==> config.mk <==
export PLATFORM = sky130hd
export DESIGN_NAME = nibble_header_pair_deframer_top
export DESIGN_NICKNAME = d
export VERILOG_FILES = /design/src/hdl/nhpd_pkg.sv /design/src/hdl/nhpd_front.sv /design/src/hdl/nhpd_cmd_fifo.sv /design/src/hdl/nhpd_back.sv /design/src/hdl/nibble_header_pair_deframer_top.sv
export VERILOG_INCLUDE_DIRS = /design/src /design/src/hdl
export SDC_FILE = /design/constraint.sdc
export NUM_CORES = 1
export LEC_CHECK = 0
export BUFFER_PORTS_ARGS = -buffer_cell sky130_fd_sc_hd__buf_4
export CORE_MARGIN = 2
export CORE_UTILIZATION = 53
export CTS_CLUSTER_DIAMETER = 120
export DETAILED_ROUTE_END_ITERATION = 6
export HOLD_SLACK_MARGIN = 0.06
export PLACE_DENSITY = 0.77
export SETUP_SLACK_MARGIN = 0.15
export SYNTH_ARGS = -nofsm -noshare
export SYNTH_HDL_FRONTEND = slang
export SYNTH_SLANG_ARGS = --single-unit
==> constraint.sdc <==
create_clock -name clock -period 7.43 [get_ports clock]
set_input_delay 0.743 -clock clock [delete_from_list [all_inputs] [get_ports clock]]
set_output_delay 0.743 -clock clock [all_outputs]
set_load 0.01 [all_outputs]
==> src/hdl/nibble_header_pair_deframer_top_macros.svh <==
// Assertion macros for the nibble header pair deframer.
// NHPD_ASSERT checks a property with reset masking; NHPD_ASSERT_RST
// checks a property across reset as well.
`ifndef NIBBLE_HEADER_PAIR_DEFRAMER_TOP_MACROS_SVH
`define NIBBLE_HEADER_PAIR_DEFRAMER_TOP_MACROS_SVH
`ifndef ASSERT_OFF
`define NHPD_ASSERT(lbl, clk, rst, prop, msg) \
   lbl: assert property (@(posedge clk) disable iff (rst) prop) else $error(msg);
`define NHPD_ASSERT_RST(lbl, clk, prop, msg) \
   lbl: assert property (@(posedge clk) prop) else $error(msg);
`else
`define NHPD_ASSERT(lbl, clk, rst, prop, msg)
`define NHPD_ASSERT_RST(lbl, clk, prop, msg)
`endif
`endif

==> src/hdl/nhpd_pkg.sv <==
// ----------------------------------------------------------------------------
// nhpd_pkg
// Types and constants shared by the deframer front end, queue and back end.
// ----------------------------------------------------------------------------
package nhpd_pkg;

   localparam logic [3:0] NIB_END      = 4'hF;
   localparam logic [3:0] NIB_NONE     = 4'h0;
   localparam logic [2:0] PAYLOAD_LAST = 3'd7;

   localparam int FIFO_DEPTH = 4;
   localparam int PTR_W      = $clog2(FIFO_DEPTH);
   localparam int CNT_W      = $clog2(FIFO_DEPTH + 1);

   typedef enum logic [1:0] {
      PH_HEADER = 2'd0,
      PH_FIRST  = 2'd1,
      PH_SECOND = 2'd2
   } phase_type;

   typedef enum logic [1:0] {
      OP_HEADER = 2'd0,
      OP_FIRST  = 2'd1,
      OP_SECOND = 2'd2
   } op_type;

   // One classified byte handed from the front end to the back end
   typedef struct packed {
      op_type     op;
      logic [7:0] data;
      logic [2:0] idx;
      logic       emit;
      logic       last;
   } cmd_type;

endpackage

==> src/hdl/nhpd_front.sv <==
// ----------------------------------------------------------------------------
// nhpd_front
// Accepts stream bytes, tracks the header/payload phase and turns each byte
// into a command for the back end.
// ----------------------------------------------------------------------------
`include "nibble_header_pair_deframer_top_macros.svh"

module nhpd_front (
   input  logic             clock,
   input  logic             reset,
   input  logic             req_tvalid,
   output logic             req_tready,
   input  logic [7:0]       req_tdata,   // [7:0] data_byte
   input  logic             fifo_full,
   output logic             push,
   output nhpd_pkg::cmd_type cmd
);

   nhpd_pkg::phase_type phase_ff, phase_in;
   logic [2:0] byte_index_ff, byte_index_in;
   logic       second_ff, second_in;
   logic       end_ff, end_in;

   logic [3:0] hi, lo;
   logic       hi_end, lo_end, hi_zero, lo_zero, idx_last;

   assign hi       = req_tdata[7:4];
   assign lo       = req_tdata[3:0];
   assign hi_end   = (hi == nhpd_pkg::NIB_END);
   assign lo_end   = (lo == nhpd_pkg::NIB_END);
   assign hi_zero  = (hi == nhpd_pkg::NIB_NONE);
   assign lo_zero  = (lo == nhpd_pkg::NIB_NONE);
   assign idx_last = (byte_index_ff == nhpd_pkg::PAYLOAD_LAST);

   assign req_tready = !fifo_full;
   assign push       = req_tvalid && req_tready;

   // next state
   always_comb begin
      phase_in      = phase_ff;
      byte_index_in = byte_index_ff;
      second_in     = second_ff;
      end_in        = end_ff;
      if (push) begin
         case (phase_ff)
            nhpd_pkg::PH_FIRST: begin
               byte_index_in = byte_index_ff + 3'd1;
               if (idx_last) begin
                  if (second_ff) begin
                     phase_in = nhpd_pkg::PH_SECOND;
                  end else begin
                     phase_in = nhpd_pkg::PH_HEADER;
                  end
               end
            end
            nhpd_pkg::PH_SECOND: begin
               byte_index_in = byte_index_ff + 3'd1;
               if (idx_last) begin
                  phase_in = nhpd_pkg::PH_HEADER;
               end
            end
            default: begin
               byte_index_in = 3'd0;
               end_in        = hi_end || lo_end;
               second_in     = !lo_zero && !lo_end && !hi_end;
               if (hi_end) begin
                  phase_in = nhpd_pkg::PH_HEADER;
               end else if (!hi_zero) begin
                  phase_in = nhpd_pkg::PH_FIRST;
               end else if (!lo_zero && !lo_end) begin
                  phase_in = nhpd_pkg::PH_SECOND;
               end else begin
                  phase_in = nhpd_pkg::PH_HEADER;
               end
            end
         endcase
      end
   end

   // command for the back end
   always_comb begin
      cmd.data = req_tdata;
      cmd.idx  = byte_index_ff;
      case (phase_ff)
         nhpd_pkg::PH_FIRST: begin
            cmd.op   = nhpd_pkg::OP_FIRST;
            cmd.emit = idx_last && !second_ff;
            cmd.last = end_ff;
         end
         nhpd_pkg::PH_SECOND: begin
            cmd.op   = nhpd_pkg::OP_SECOND;
            cmd.emit = idx_last;
            cmd.last = end_ff;
         end
         default: begin
            cmd.op   = nhpd_pkg::OP_HEADER;
            cmd.emit = hi_end || (hi_zero && (lo_end || lo_zero));
            cmd.last = hi_end || lo_end;
         end
      endcase
   end

   always_ff @(posedge clock) begin
      if (reset) begin
         phase_ff      <= nhpd_pkg::PH_HEADER;
         byte_index_ff <= 3'd0;
         second_ff     <= 1'b0;
         end_ff        <= 1'b0;
      end else begin
         phase_ff      <= phase_in;
         byte_index_ff <= byte_index_in;
         second_ff     <= second_in;
         end_ff        <= end_in;
      end
   end

   `NHPD_ASSERT(a_header_index_zero, clock, reset,
      (phase_ff == nhpd_pkg::PH_HEADER) |-> (byte_index_ff == 3'd0),
      "byte index not zero while expecting a header")
   `NHPD_ASSERT(a_second_not_ending, clock, reset,
      (phase_ff == nhpd_pkg::PH_SECOND) |-> !(end_ff && second_ff),
      "second payload pending on an ending header")

endmodule

==> src/hdl/nhpd_cmd_fifo.sv <==
// ----------------------------------------------------------------------------
// nhpd_cmd_fifo
// Short command queue between the front end and the back end.
// ----------------------------------------------------------------------------
`include "nibble_header_pair_deframer_top_macros.svh"

module nhpd_cmd_fifo (
   input  logic              clock,
   input  logic              reset,
   input  logic              push,
   input  nhpd_pkg::cmd_type push_cmd,
   output logic              full,
   output logic              valid,
   input  logic              pop,
   output nhpd_pkg::cmd_type pop_cmd
);

   nhpd_pkg::cmd_type mem_ff [nhpd_pkg::FIFO_DEPTH];

   logic [nhpd_pkg::PTR_W-1:0] wr_ptr_ff, wr_ptr_in;
   logic [nhpd_pkg::PTR_W-1:0] rd_ptr_ff, rd_ptr_in;
   logic [nhpd_pkg::CNT_W-1:0] count_ff, count_in;
   logic                       do_pop;

   assign full    = (count_ff == nhpd_pkg::CNT_W'(nhpd_pkg::FIFO_DEPTH));
   assign valid   = (count_ff != '0);
   assign pop_cmd = mem_ff[rd_ptr_ff];
   assign do_pop  = pop && valid;

   always_comb begin
      wr_ptr_in = push   ? wr_ptr_ff + 1'b1 : wr_ptr_ff;
      rd_ptr_in = do_pop ? rd_ptr_ff + 1'b1 : rd_ptr_ff;
      count_in  = count_ff;
      if (push && !do_pop) begin
         count_in = count_ff + 1'b1;
      end else if (!push && do_pop) begin
         count_in = count_ff - 1'b1;
      end
   end

   always_ff @(posedge clock) begin
      if (push) begin
         mem_ff[wr_ptr_ff] <= push_cmd;
      end
   end

   always_ff @(posedge clock) begin
      if (reset) begin
         wr_ptr_ff <= '0;
         rd_ptr_ff <= '0;
         count_ff  <= '0;
      end else begin
         wr_ptr_ff <= wr_ptr_in;
         rd_ptr_ff <= rd_ptr_in;
         count_ff  <= count_in;
      end
   end

   `NHPD_ASSERT(a_no_overflow, clock, reset, push |-> !full,
      "push into a full command queue")
   `NHPD_ASSERT_RST(a_empty_after_reset, clock, reset |=> (count_ff == '0),
      "command queue not empty after reset")

endmodule

==> src/hdl/nhpd_back.sv <==
// ----------------------------------------------------------------------------
// nhpd_back
// Executes commands: latches tags, assembles little-endian payloads and
// loads finished blocks into the result register.
// ----------------------------------------------------------------------------
`include "nibble_header_pair_deframer_top_macros.svh"

module nhpd_back (
   input  logic              clock,
   input  logic              reset,
   input  logic              cmd_valid,
   input  nhpd_pkg::cmd_type cmd,
   output logic              pop,
   output logic              rsp_tvalid,
   input  logic              rsp_tready,
   // [3:0] tag_first, [7:4] tag_second, [71:8] payload_first,
   // [135:72] payload_second
   output logic [135:0]      rsp_tdata,
   output logic              rsp_tlast
);

   logic [7:0]  tags_ff, tags_in;
   logic [63:0] acc1_ff, acc1_in;
   logic [63:0] acc2_ff, acc2_in;
   logic        rsp_valid_ff, rsp_valid_in;
   logic [135:0] rsp_data_ff, rsp_data_in;
   logic        rsp_last_ff, rsp_last_in;
   logic [5:0]  bit_pos;

   assign pop     = cmd_valid && (!rsp_valid_ff || rsp_tready);
   assign bit_pos = {cmd.idx, 3'b000};

   always_comb begin
      tags_in = tags_ff;
      acc1_in = acc1_ff;
      acc2_in = acc2_ff;
      case (cmd.op)
         nhpd_pkg::OP_FIRST: begin
            acc1_in[bit_pos +: 8] = cmd.data;
         end
         nhpd_pkg::OP_SECOND: begin
            acc2_in[bit_pos +: 8] = cmd.data;
         end
         default: begin
            tags_in = cmd.data;
            acc1_in = '0;
            acc2_in = '0;
         end
      endcase
   end

   always_comb begin
      rsp_data_in  = rsp_data_ff;
      rsp_last_in  = rsp_last_ff;
      rsp_valid_in = rsp_tready ? 1'b0 : rsp_valid_ff;
      if (pop && cmd.emit) begin
         rsp_data_in  = {acc2_in, acc1_in, tags_in[3:0], tags_in[7:4]};
         rsp_last_in  = cmd.last;
         rsp_valid_in = 1'b1;
      end
   end

   always_ff @(posedge clock) begin
      if (pop) begin
         tags_ff <= tags_in;
         acc1_ff <= acc1_in;
         acc2_ff <= acc2_in;
      end
      rsp_data_ff <= rsp_data_in;
      rsp_last_ff <= rsp_last_in;
   end

   always_ff @(posedge clock) begin
      if (reset) begin
         rsp_valid_ff <= 1'b0;
      end else begin
         rsp_valid_ff <= rsp_valid_in;
      end
   end

   assign rsp_tvalid = rsp_valid_ff;
   assign rsp_tdata  = rsp_data_ff;
   assign rsp_tlast  = rsp_last_ff;

   `NHPD_ASSERT(a_pop_only_when_free, clock, reset,
      pop |-> (!rsp_valid_ff || rsp_tready),
      "command taken while result register is blocked")
   `NHPD_ASSERT(a_emit_loads_result, clock, reset,
      (pop && cmd.emit) |=> rsp_valid_ff,
      "emitted block did not reach the result register")

endmodule

==> src/hdl/nibble_header_pair_deframer_top.sv <==
// Path: with the queue empty, a block's final byte is registered in the command queue
// and then in the back end's result register before rsp_tvalid rises.
// Throughput: one byte per cycle while the queue has room; the front end, a 4-entry
// command queue and the back end's result register let each side stall on its own.
// Reset: synchronous, active high; empties the queue and drops any result,
// and the next byte is taken as a header.
// ----------------------------------------------------------------------------
// nibble_header_pair_deframer_top
// Deframes a byte stream of nibble-tag headers and 8-byte payloads into blocks.
// ----------------------------------------------------------------------------
module nibble_header_pair_deframer_top (
   input  logic         clock,
   input  logic         reset,
   input  logic         req_tvalid,
   output logic         req_tready,
   input  logic [7:0]   req_tdata,   // [7:0] data_byte
   output logic         rsp_tvalid,
   input  logic         rsp_tready,
   // [3:0] tag_first, [7:4] tag_second, [71:8] payload_first,
   // [135:72] payload_second
   output logic [135:0] rsp_tdata,
   output logic         rsp_tlast    // stream_end
);

   nhpd_pkg::cmd_type push_cmd, pop_cmd;
   logic              push, full, cmd_valid, pop;

   nhpd_front u_front (
      .clock      (clock),
      .reset      (reset),
      .req_tvalid (req_tvalid),
      .req_tready (req_tready),
      .req_tdata  (req_tdata),
      .fifo_full  (full),
      .push       (push),
      .cmd        (push_cmd)
   );

   nhpd_cmd_fifo u_fifo (
      .clock    (clock),
      .reset    (reset),
      .push     (push),
      .push_cmd (push_cmd),
      .full     (full),
      .valid    (cmd_valid),
      .pop      (pop),
      .pop_cmd  (pop_cmd)
   );

   nhpd_back u_back (
      .clock      (clock),
      .reset      (reset),
      .cmd_valid  (cmd_valid),
      .cmd        (pop_cmd),
      .pop        (pop),
      .rsp_tvalid (rsp_tvalid),
      .rsp_tready (rsp_tready),
      .rsp_tdata  (rsp_tdata),
      .rsp_tlast  (rsp_tlast)
   );

endmodule

Word-level counts from Yosys, hierarchy flattened
Memories as Yosys holds them, arrays and structs flattened. A register that Yosys moved wholly into a read port is not among the register bits.
Cells that the tools add are included.

storage, ports and cells
  bits in registers = 288
  RAM bits = 60
  bits of input ports = 12
  output and inout bits = 139
  word-level logic and storage cells = 87
  memories kept = 1

memory list
  name           words  width  rd ports  clocked after Yosys merged registers in  write ports  RTL line             RTL
  u_fifo.mem_ff  4      15     1         1                                        1            nhpd_cmd_fifo.sv:18  nhpd_pkg::cmd_type mem_ff [nhpd_pkg::FIFO_DEPTH];

operators by class
  $add $sub $neg = 6
  eq/ne operators = 10
  shifts and indexed selects = 2
  mux-type cells = 23
  bitwise logic cells = 1
  reduce and logical (&&, ||, !) cells = 31

operators with widths
  operator                                                                count
  64-bit case mux with 2 select lines                                     2
  64-bit bitwise mux                                                      2
  8-bit by 8-bit variable shift with 64-bit output, first input constant  1
  8-bit by 8-bit variable part select with 64-bit output                  1
  2-bit 2-to-1 mux                                                        8
  2-bit case mux with 2 select lines                                      3
  1-bit logical AND                                                       10
  3-bit 2-to-1 mux                                                        3
  4-bit equality test, second input constant                              2
  1-bit zero test                                                         8
  4-bit zero test                                                         2
  8-bit 2-to-1 mux                                                        1
  6-bit negation with 8-bit output                                        1
  3-bit by 1-bit adder with 3-bit output, second input constant           2
  3-bit equality test, second input constant                              2
  2-bit by 1-bit adder with 2-bit output, second input constant           2
  2-bit by 1-bit equality test with 1-bit output, second input constant   2
  2-bit equality test, second input constant                              2
  1-bit logical OR                                                        4
  1-bit 2-to-1 mux                                                        4
  2-bit by 1-bit != test with 1-bit output, second input constant         2
  2-bit nonzero test                                                      2
  2-bit OR reduction                                                      2
  3-bit AND reduction                                                     1
  other kinds (4)                                                         4

Logic depth before layout (Yosys ltp)
Gate-level depths: netlist (run 1).

  word-level depth = 7
  gate-level depth with buffers = 13
  gate-level depth less buffers = 9

Cells and area by module
A second synthesis (run 1) with hierarchy kept.

second synthesis, totals
  cell total of the unflattened synthesis = 735
  area total of the unflattened synthesis = 13510.5 um^2

modules (own cells, without submodules)
  module         times used  cells each  area each (um^2)
  nhpd_back      1           548         10347.4
  nhpd_cmd_fifo  1           122         2638.8
  nhpd_front     1           65          524.3

Worst setup path after synthesis (run 1)
No wires, ideal clock.

  kind = input port to flip-flop
  start point = input port rsp_tready
  end point = register u_back.rsp_data_ff[0] (netlist: u_back.rsp_tdata[0]), enable pin
  arrival time = 6.822 ns
  data required time = 6.941 ns
  setup slack = 0.119 ns
  stages = 5
  path buffers = 0
  cells stage by stage = nand2b_1 > o31ai_1 > inv_1 > o211ai_1 > inv_1

between the ends
  word-level cells in the longest chain between the ends = 3

ends and longest elaborated chain
  element               RTL line                               RTL
  start, declared       nibble_header_pair_deframer_top.sv:18  input logic rsp_tready,
  1-bit logical OR      nhpd_back.sv:30                        assign pop = cmd_valid && (!rsp_valid_ff || rsp_tready);
  1-bit logical AND     nhpd_back.sv:30
  net pop               nibble_header_pair_deframer_top.sv:26  logic push, full, cmd_valid, pop;
  1-bit logical AND     nhpd_back.sv:56                        if (pop && cmd.emit) begin
  end signal, assigned  nhpd_back.sv:69                        rsp_data_ff <= rsp_data_in;
  end, declared         nhpd_back.sv:26                        logic [135:0] rsp_data_ff, rsp_data_in;

The timed path passes the listed nets, and every way through them passes these cells.
A chain may end at the register's enable or synchronous reset.

==> impl_metrics.toml, run 1 <==
[die]
core_area_um2 = 25910
start_util_pct = 53.55
die_area_um2 = 27490
die_height_um = 165.8
std_cell_rows = 59
die_w_um = 165.8
ioPinCount = 151

[clock_tree]
hold_buffers = 0
cts_buffer_depth = 3
cts_inserted_buffers = 36
cts_resized = 0
cts_setup_buffers = 0
cts_tree = "done"
clkSlewWorstSetupHoldPaths_ps = 60
cts_htree_levels = 2
clk_latency_ps = 520
cts.sink_count = 350
root_buffer = "clkbuf_16"

[layout]
syn_to_final_growth_pct = 18.26
fin_nets = 1032
drive_gt1_share_pct = 25.12
antenna_cells = 0

[drt]
ant_nets = 0
via_per_inst = 6.149
drc = 0
num_vias = 8399
routed_wl_um = 30820
drt-met1-wl_um = 12620
highest_layer = "met5"
drt_pre_antenna_iters = 5
wl_per_cell_um = 22.56
drtIter0Drc = 1198
route.met2.wl_um = 14990
wl_met3_um = 2603

[timing]
tns_ps = 0
finClkSkew_ps = 23.85
relSlewSlack_pct = 19.37
fmax_mhz = 232.2
tightest_slew_ps = 1208
hold_viol_final = 0
fin_crit_sh_pct = 57.96
hold_ws_ps = 459.8
setup_viol = 0
finalMaxSlewViolations = 0
finalCriticalPeriod_ps = 4307
rsz0062_at_grt = "no"

[synth]
syn_inst = 870
ys_types = 52
synth-seq-area-share_pct = 74.52
synth_top_area_share_pct = 72.06
synth.avg_cell_area_um2 = 15.95
synth_fp_nets = 896
synth_area_leaders = "edfxtp_1, a22o_1, dfxtp_1, nand2_1, mux4_2"
ys_ff_latch = 350
synth_ff_type = "edfxtp_1"
synth_warnings = 0
async_flop_share_pct = 0
syn_area_um2 = 13880
synth_edf_count = 333
post-synth-top-count-cell = "edfxtp_1"
synthTopCellsByCount = "edfxtp_1, nand2_1, a22o_1"
yosysTopAreaCell = "edfxtp_1"

[global_routing]
grt_pass1_wl_um = 47030
grt_overflow = 0
grt_pass1_vias = 8025
grt.total_usage_pct = 21.75
grt_max_degree = 84
antenna_found_initial = 1

[setup_path]
cp-start-kind = "flip-flop"
crit_fanout = 49
worstPathArrival_ps = 4670
cp.required_ps = 7790
critPathKind = "reg -> reg"
end_kind = "flip-flop"

[min_path]
worstHoldPathType = "in -> reg"

[power]
peakVddDrop_uv = 316.9
p_per_area_nw_per_um2 = 526.1
p_leak_uw = 0.005809

[outcome]
outcome = "completed"

[placed_design]
place.gp.congestion = 0.7689
io_buffers = 150
hpwl_um = 18770

[run]
drv_cap = 0
where the power goes:
group	switching (uW)	internal (uW)	total (uW)
Clock	733	1060	1790
Sequential	345	3430	3780
Combinational	2040	1020	3060
Total	3120	5520	8630
kinds of logic (layout without fill, tap and decap cells):
kind of cell | count (synthesis) | after routing | synth area share [%]
flops | 350 | 350 | 74.52
compound gates | 214 | 214 | 11.79
simple gates | 183 | 183 | 6.528
buf+inv | 78 | 239 | 2.308
mux | 26 | 26 | 3.228
fa+ha+maj | 14 | 14 | 1.317
xor+xnor | 5 | 5 | 0.3157
area by class of cell:
class	instances	area (um^2)
timing repair buffer	158	1186
tap	335	419.2
fill	1820	9502
clock inverter	19	212.7
multi-input combinational	442	3226
sequential	350	10340
clock buffer	44	952.2
inverter	18	73.82
state kept, by name, summed over array words and instances, names as in the netlist, named ones only:
signal	cells
u_front.second_ff	1
u_back.acc1_ff	64
u_fifo.count_ff	3
u_back.rsp_tlast	1
u_fifo.wr_ptr_ff	2
u_front.end_ff	1
u_back.tags_ff	8
u_back.rsp_tdata	136
u_fifo.rd_ptr_ff	2
u_back.acc2_ff	64
u_front.byte_index_ff	3
u_back.rsp_tvalid	1
u_fifo.mem_ff	60
u_front.phase_ff	2
worst paths after layout:
path	start	slack [ps]	to	cells past startpoint
max	flip-flop	3120	u_back.acc2_ff[63]	8
min	req_tdata[0]	460	u_fifo.mem_ff[2][5]	1
max reg2reg	flip-flop	3120	u_back.acc2_ff[63]	8
min reg2reg	u_fifo.wr_ptr_ff[1]	500	u_fifo.wr_ptr_ff[1]	2
metrics by stage:
stage	area, um^2	instances	power [uW]	utilization [%]	setup WS (ps)
2_1_floorplan	13880	870	5640	-	1121
3_3_place_gp	15240	1303	6760	58.83	3178
3_5_place_dp	15240	1303	6846	58.83	3098
4_1_cts	16410	1366	8653	63.33	3102
5_1_grt	16410	1366	9021	63.33	2747
6_report	16410	1366	8633	63.33	3123
critical path, stage by stage (launching register included):
cell and delay (ps):
dfxtp_1 990, mux4_2 630, inv_1 70, ha_1 130
buf_4 420, inv_1 240, nor2_2 960, and3_1 470
a32o_1 240
metal layers:
layer  global-route usage [%]  vias to the layer above
li1                         -                     3734
met1                    31.30                     4119
met2                    34.51                      483
met3                    4.290                       61
met4                    5.822                        2
met5                        0                        -
cells in the final DEF (no fill, tap or decap), types with 4 or more instances in the layout:
master	count
edfxtp_1	333
buf_4	158
nand2_1	86
a22o_1	45
a21oi_1	37
clkbuf_16	37
nand3_1	35
a31oi_1	32
o211ai_1	26
o2bb2ai_1	24
a221o_1	24
dfxtp_1	17
inv_1	15
mux4_2	14
nor2_1	14
ha_1	12
mux2_2	10
and2_1	9
a21o_1	7
clkbuf_1	7
clkinvlp_4	6
and3_1	6
clkinv_1	5
o21ai_0	5
nor3_1	4
a21oi_2	4
or2_2	4
bufinv_16	4
clkinv_2	4
Note: power is estimated with default switching activity, not from simulation.
==> run 2, diff against run 1 <==
clock period = 3.9 ns   (was 7.43 ns; I/O delays follow)
==> impl_metrics.toml, run 2 (synthesis gave the netlist of run 1 again) <==
[outcome]
outcome = "completed"

[drt]
drt_pre_antenna_iters = 5
num_vias = 8497
via_per_inst = 6.175
wl_per_cell_um = 22.74
drc = 0
routed_wl_um = 31300
ant_nets = 0
drtIter0Drc = 996

[layout]
ff_latch_area_um2 = 10340
final.fill_count = 1817
multi_input_area_um2 = 3253
largest_reg_flops = 136
syn_to_final_growth_pct = 19.53
fin_nets = 1041
final_util_pct = 64.01
drive_gt1_share_pct = 26.42
fin_area_um2 = 16590
final_common_cell = "edfxtp_1"
final_cell_mix = "edfxtp_1, buf_4, nand2_1"
antenna_cells = 0

[placed_design]
io_buffers = 150
place_area_um2 = 15360
hpwl_um = 18910
place.gp.congestion = 0.7950

[setup_path]
cp_cell_sequence = "buf_4, mux4_2, inv_1, ha_2, nor2_2, and3_1, a32o_1"
worstPathArrival_ps = 3790
path_buf_inv = 2
crit_fanout = 29
crit_family = "simple AND/OR/NAND/NOR gates"
critPathKind = "reg -> reg"
end_kind = "flip-flop"
cp_slowest_stage_delay_ps = 940
cp-start-kind = "flip-flop"
cp.required_ps = 4270
crit_slowest_cell = "nor2_2"

[die]
die_height_um = 165.8
std_cell_rows = 59
die_w_um = 165.8
core_area_um2 = 25910
ioPinCount = 151
die_area_um2 = 27490
start_util_pct = 53.55

[timing]
relSlewSlack_pct = 14.69
setup_viol = 0
rsz0062_at_grt = "no"
tightest_slew_ps = 1279
fin_crit_sh_pct = 87.66
finClkSkew_ps = 23.69
finalCriticalPeriod_ps = 3419
finalMaxSlewViolations = 0
fmax_mhz = 292.5
hold_viol_final = 0

[clock_tree]
cts.sink_count = 350
clkSlewWorstSetupHoldPaths_ps = 60
clk_latency_ps = 520
cts_htree_levels = 2
hold_buffers = 0
cts_tree = "done"
root_buffer = "clkbuf_16"
cts_buffer_depth = 3
cts_inserted_buffers = 36

[global_routing]
grt_pass1_vias = 8425
grt_overflow = 0
grt_pass1_wl_um = 48670
grt.total_usage_pct = 22.39
grt_max_degree = 138
antenna_found_initial = 0

[min_path]
worstHoldStart = "req_tdata[6]"
worstHoldPathType = "in -> reg"

[run]
drv_cap = 0

[power]
peakVddDrop_uv = 963.4
p_leak_uw = 0.005916
p_per_area_nw_per_um2 = 1009
==> run 2: changes by cell type in the layout (fill, tap and decap cells not counted), moves of 2 or more <==
cell        change
clkinv_2        +4
clkinvlp_4      -4
buf_4           +7
buf_12          +2
dfxtp_2         +2
dfxtp_1         -2
bufinv_16       +2
==> run 2: report_power, final <==
part           internal (uW)  switching (uW)
Sequential              6530             633
Combinational           2050            3980
Clock                   2160            1370
Total                  10700            5980
==> run 2: path summary, 6_finish.rpt <==
path	endpoint	slack [ps]	cells past startpoint
max	u_back.acc2_ff[63]	480	7
min	u_fifo.mem_ff[1][11]	110	1
max reg2reg	u_back.acc2_ff[63]	480	7
min reg2reg	u_front.second_ff	500	2
==> run 2: cell type report <==
type,count,area share [%]
Clock buffer,46,5.846
Multi-Input combinational cell,442,19.61
Clock inverter,18,1.494
Inverter,18,0.4526
Timing Repair Buffer,167,7.710
Tap cell,335,2.527
Sequential cell,350,62.36
==> run 2: stage by stage <==
| step | power [uW] | setup TNS, ps | hold WS (ps) | worst slack [ps] | cells |
|---|---|---|---|---|---|
| after global placement | 12970 | 0 | 480.3 | 388.5 | 1312 |
| after global routing | 17480 | 0 | 102.5 | 285.1 | 1376 |
| final | 16730 | 0 | 111.8 | 481.3 | 1376 |
| after CTS | 16760 | 0 | 94.85 | 265.8 | 1376 |
| after floorplan | 10730 | -242320 | 461.8 | -1769 | 870 |
| after detailed placement | 13180 | 0 | 486.4 | 285.2 | 1312 |
==> run 2: metal layers <==
layer	track usage (%)	wire length [um]	up-vias
li1	-	-	3755
met1	31.33	12590	4211
met2	36.28	15430	467
met3	4.218	2542	64
met4	6.692	735	0
met5	0	0	-
==> run 2: repair_timing <==
action | CTS | global route
buffers inserted | 0 | 0
resized for setup | 0 | 1
hold endpoints to repair | 0 | 0
endpoints found under the setup margin | 0 | 4
==> run 3, diff against run 2 <==
PLACE_DENSITY = 0.78   (was 0.77)
==> impl_metrics.toml, run 3 (synthesis gave the netlist of run 1 again) <==
[clock_tree]
cts.sink_count = 350
clk_latency_ps = 510
root_buffer = "clkbuf_16"
clkSlewWorstSetupHoldPaths_ps = 60
cts_buffer_depth = 3
cts_setup_buffers = 0
cts_inserted_buffers = 35
cts_tree = "done"
cts_htree_levels = 2

[placed_design]
pre_cts_ws_ps = 325.8
io_buffers = 150
hpwl_um = 19150
place_area_um2 = 15420
place.gp.congestion = 0.7668

[power]
p_int_uw = 10610
peakVddDrop_uv = 512.9
p_leak_uw = 0.005896
pwr-share-seq_pct = 43.0
p_sw_share_pct = 36.14
comb_power_share_pct = 36.9
net-switching-power_uw = 6005
p_per_area_nw_per_um2 = 1003
power_frac_clock_pct = 20.1

[setup_path]
crit_fanout = 9
crit_top_cell = "ha_1"
critPathKind = "reg -> reg"
worstPathArrival_ps = 3870
crit_slowest_cell = "or4_1"
cp_slowest_stage_delay_ps = 690
end_kind = "flip-flop"
cp-start-kind = "flip-flop"
cp.required_ps = 4260
cp_cell_sequence = "mux4_2, inv_1, ha_1, ha_1, or3b_2, or4_1, nor2_8, a22o_1"

[timing]
relSlewSlack_pct = 15.45
fin_crit_sh_pct = 89.97
hold_viol_final = 0
fmax_mhz = 285.0
finalCriticalPeriod_ps = 3509
finalMaxSlewViolations = 0
finClkSkew_ps = 18.61
tightest_slew_ps = 1267
setup_viol = 0
layout_setup_ws_ps = 391.4
tns_ps = 0
rsz0062_at_grt = "no"

[layout]
antenna_cells = 0
syn_to_final_growth_pct = 19.40
fin_area_um2 = 16570
final_common_cell = "edfxtp_1"
largest_reg_flops = 136
final_cell_mix = "edfxtp_1, buf_4, nand2_1"
drive_gt1_share_pct = 26.58
fin_nets = 1046

[drt]
via_per_inst = 6.176
drt_pre_antenna_iters = 5
drc = 0
routed_wl_um = 31070
drtIter0Drc = 1094
num_vias = 8529
wl_per_cell_um = 22.50
ant_nets = 0

[die]
die_area_um2 = 27490
core_area_um2 = 25910
ioPinCount = 151
start_util_pct = 53.55
die_height_um = 165.8
std_cell_rows = 59
die_w_um = 165.8

[global_routing]
grt_pass1_wl_um = 47780
grt_overflow = 0
grt.total_usage_pct = 22.11
grt_pass1_vias = 8297
grt_max_degree = 84
antenna_found_initial = 0

[min_path]
worstHoldPathType = "in -> reg"

[run]
drv_cap = 0

[outcome]
outcome = "completed"
## run 3: worst max-delay path, delay by kind of cell, from the launching register on
kind	cells	cell delay (ps)
buffers and inverters	1	90
and+or+nand+nor	3	1490
DFF	1	460
muxes	1	620
AOI/OAI and AO/OA	1	200
adders and majority gates	2	490
## run 3: layout make-up
type / count / area, um^2
multi-input cells: 442 / 3252
flip-flops and latches: 350 / 10340
inverters: 18 / 75.07
clock buffers: 47 / 973.4
repair buffers: 173 / 1336
well taps: 335 / 419.2
fillers: 1800 / 9343
clock inverters: 16 / 170.2
## run 3: metrics by stage
stage	utilization [%]	hold WS, ps	std cells	power [uW]
floorplan	-	461.8	870	10730
global placement	59.51	477.8	1318	13060
detailed placement	59.51	485.2	1318	13240
CTS	63.92	88.61	1381	16630
global route	63.94	93.58	1381	17360
finish	63.94	107.6	1381	16610
## run 3: routing by layer
layer	up-vias	wire length [um]	GRT usage [%]
li1	3756	-	-
met1	4183	12430	31.29
met2	520	14880	35.05
met3	70	2888	4.600
met4	0	874	6.843
met5	-	0	0
## run 3: path summary, 6_finish.rpt
path,startpoint,endpoint,slack (ps),cells after the start
setup / recovery,flip-flop,u_back.rsp_tdata[9],390,8
hold reg to reg,u_front.phase_ff[1],u_front.phase_ff[1],490,2
hold / removal,req_tdata[3],u_fifo.mem_ff[3][8],110,1
setup reg to reg,flip-flop,u_back.rsp_tdata[9],390,8
## run 3: power by group through the flow
stage | Clock [uW] | Sequential, uW | Combinational (uW)
3_5_place_dp | 0 | 7200 | 6040
5_1_grt | 3530 | 7300 | 6530
2_1_floorplan | 0 | 7420 | 3310
6_report | 3340 | 7150 | 6130
4_1_cts | 3390 | 7160 | 6070
3_3_place_gp | 0 | 7190 | 5870
## run 3: timing repair
| item | 4_1_cts | 5_1_grt |
|---|---|---|
| hold endpoints to repair | 0 | 0 |
| gates resized for setup | 0 | 1 |
| setup endpoints to repair | 0 | 14 |
| hold buffers | 0 | 0 |
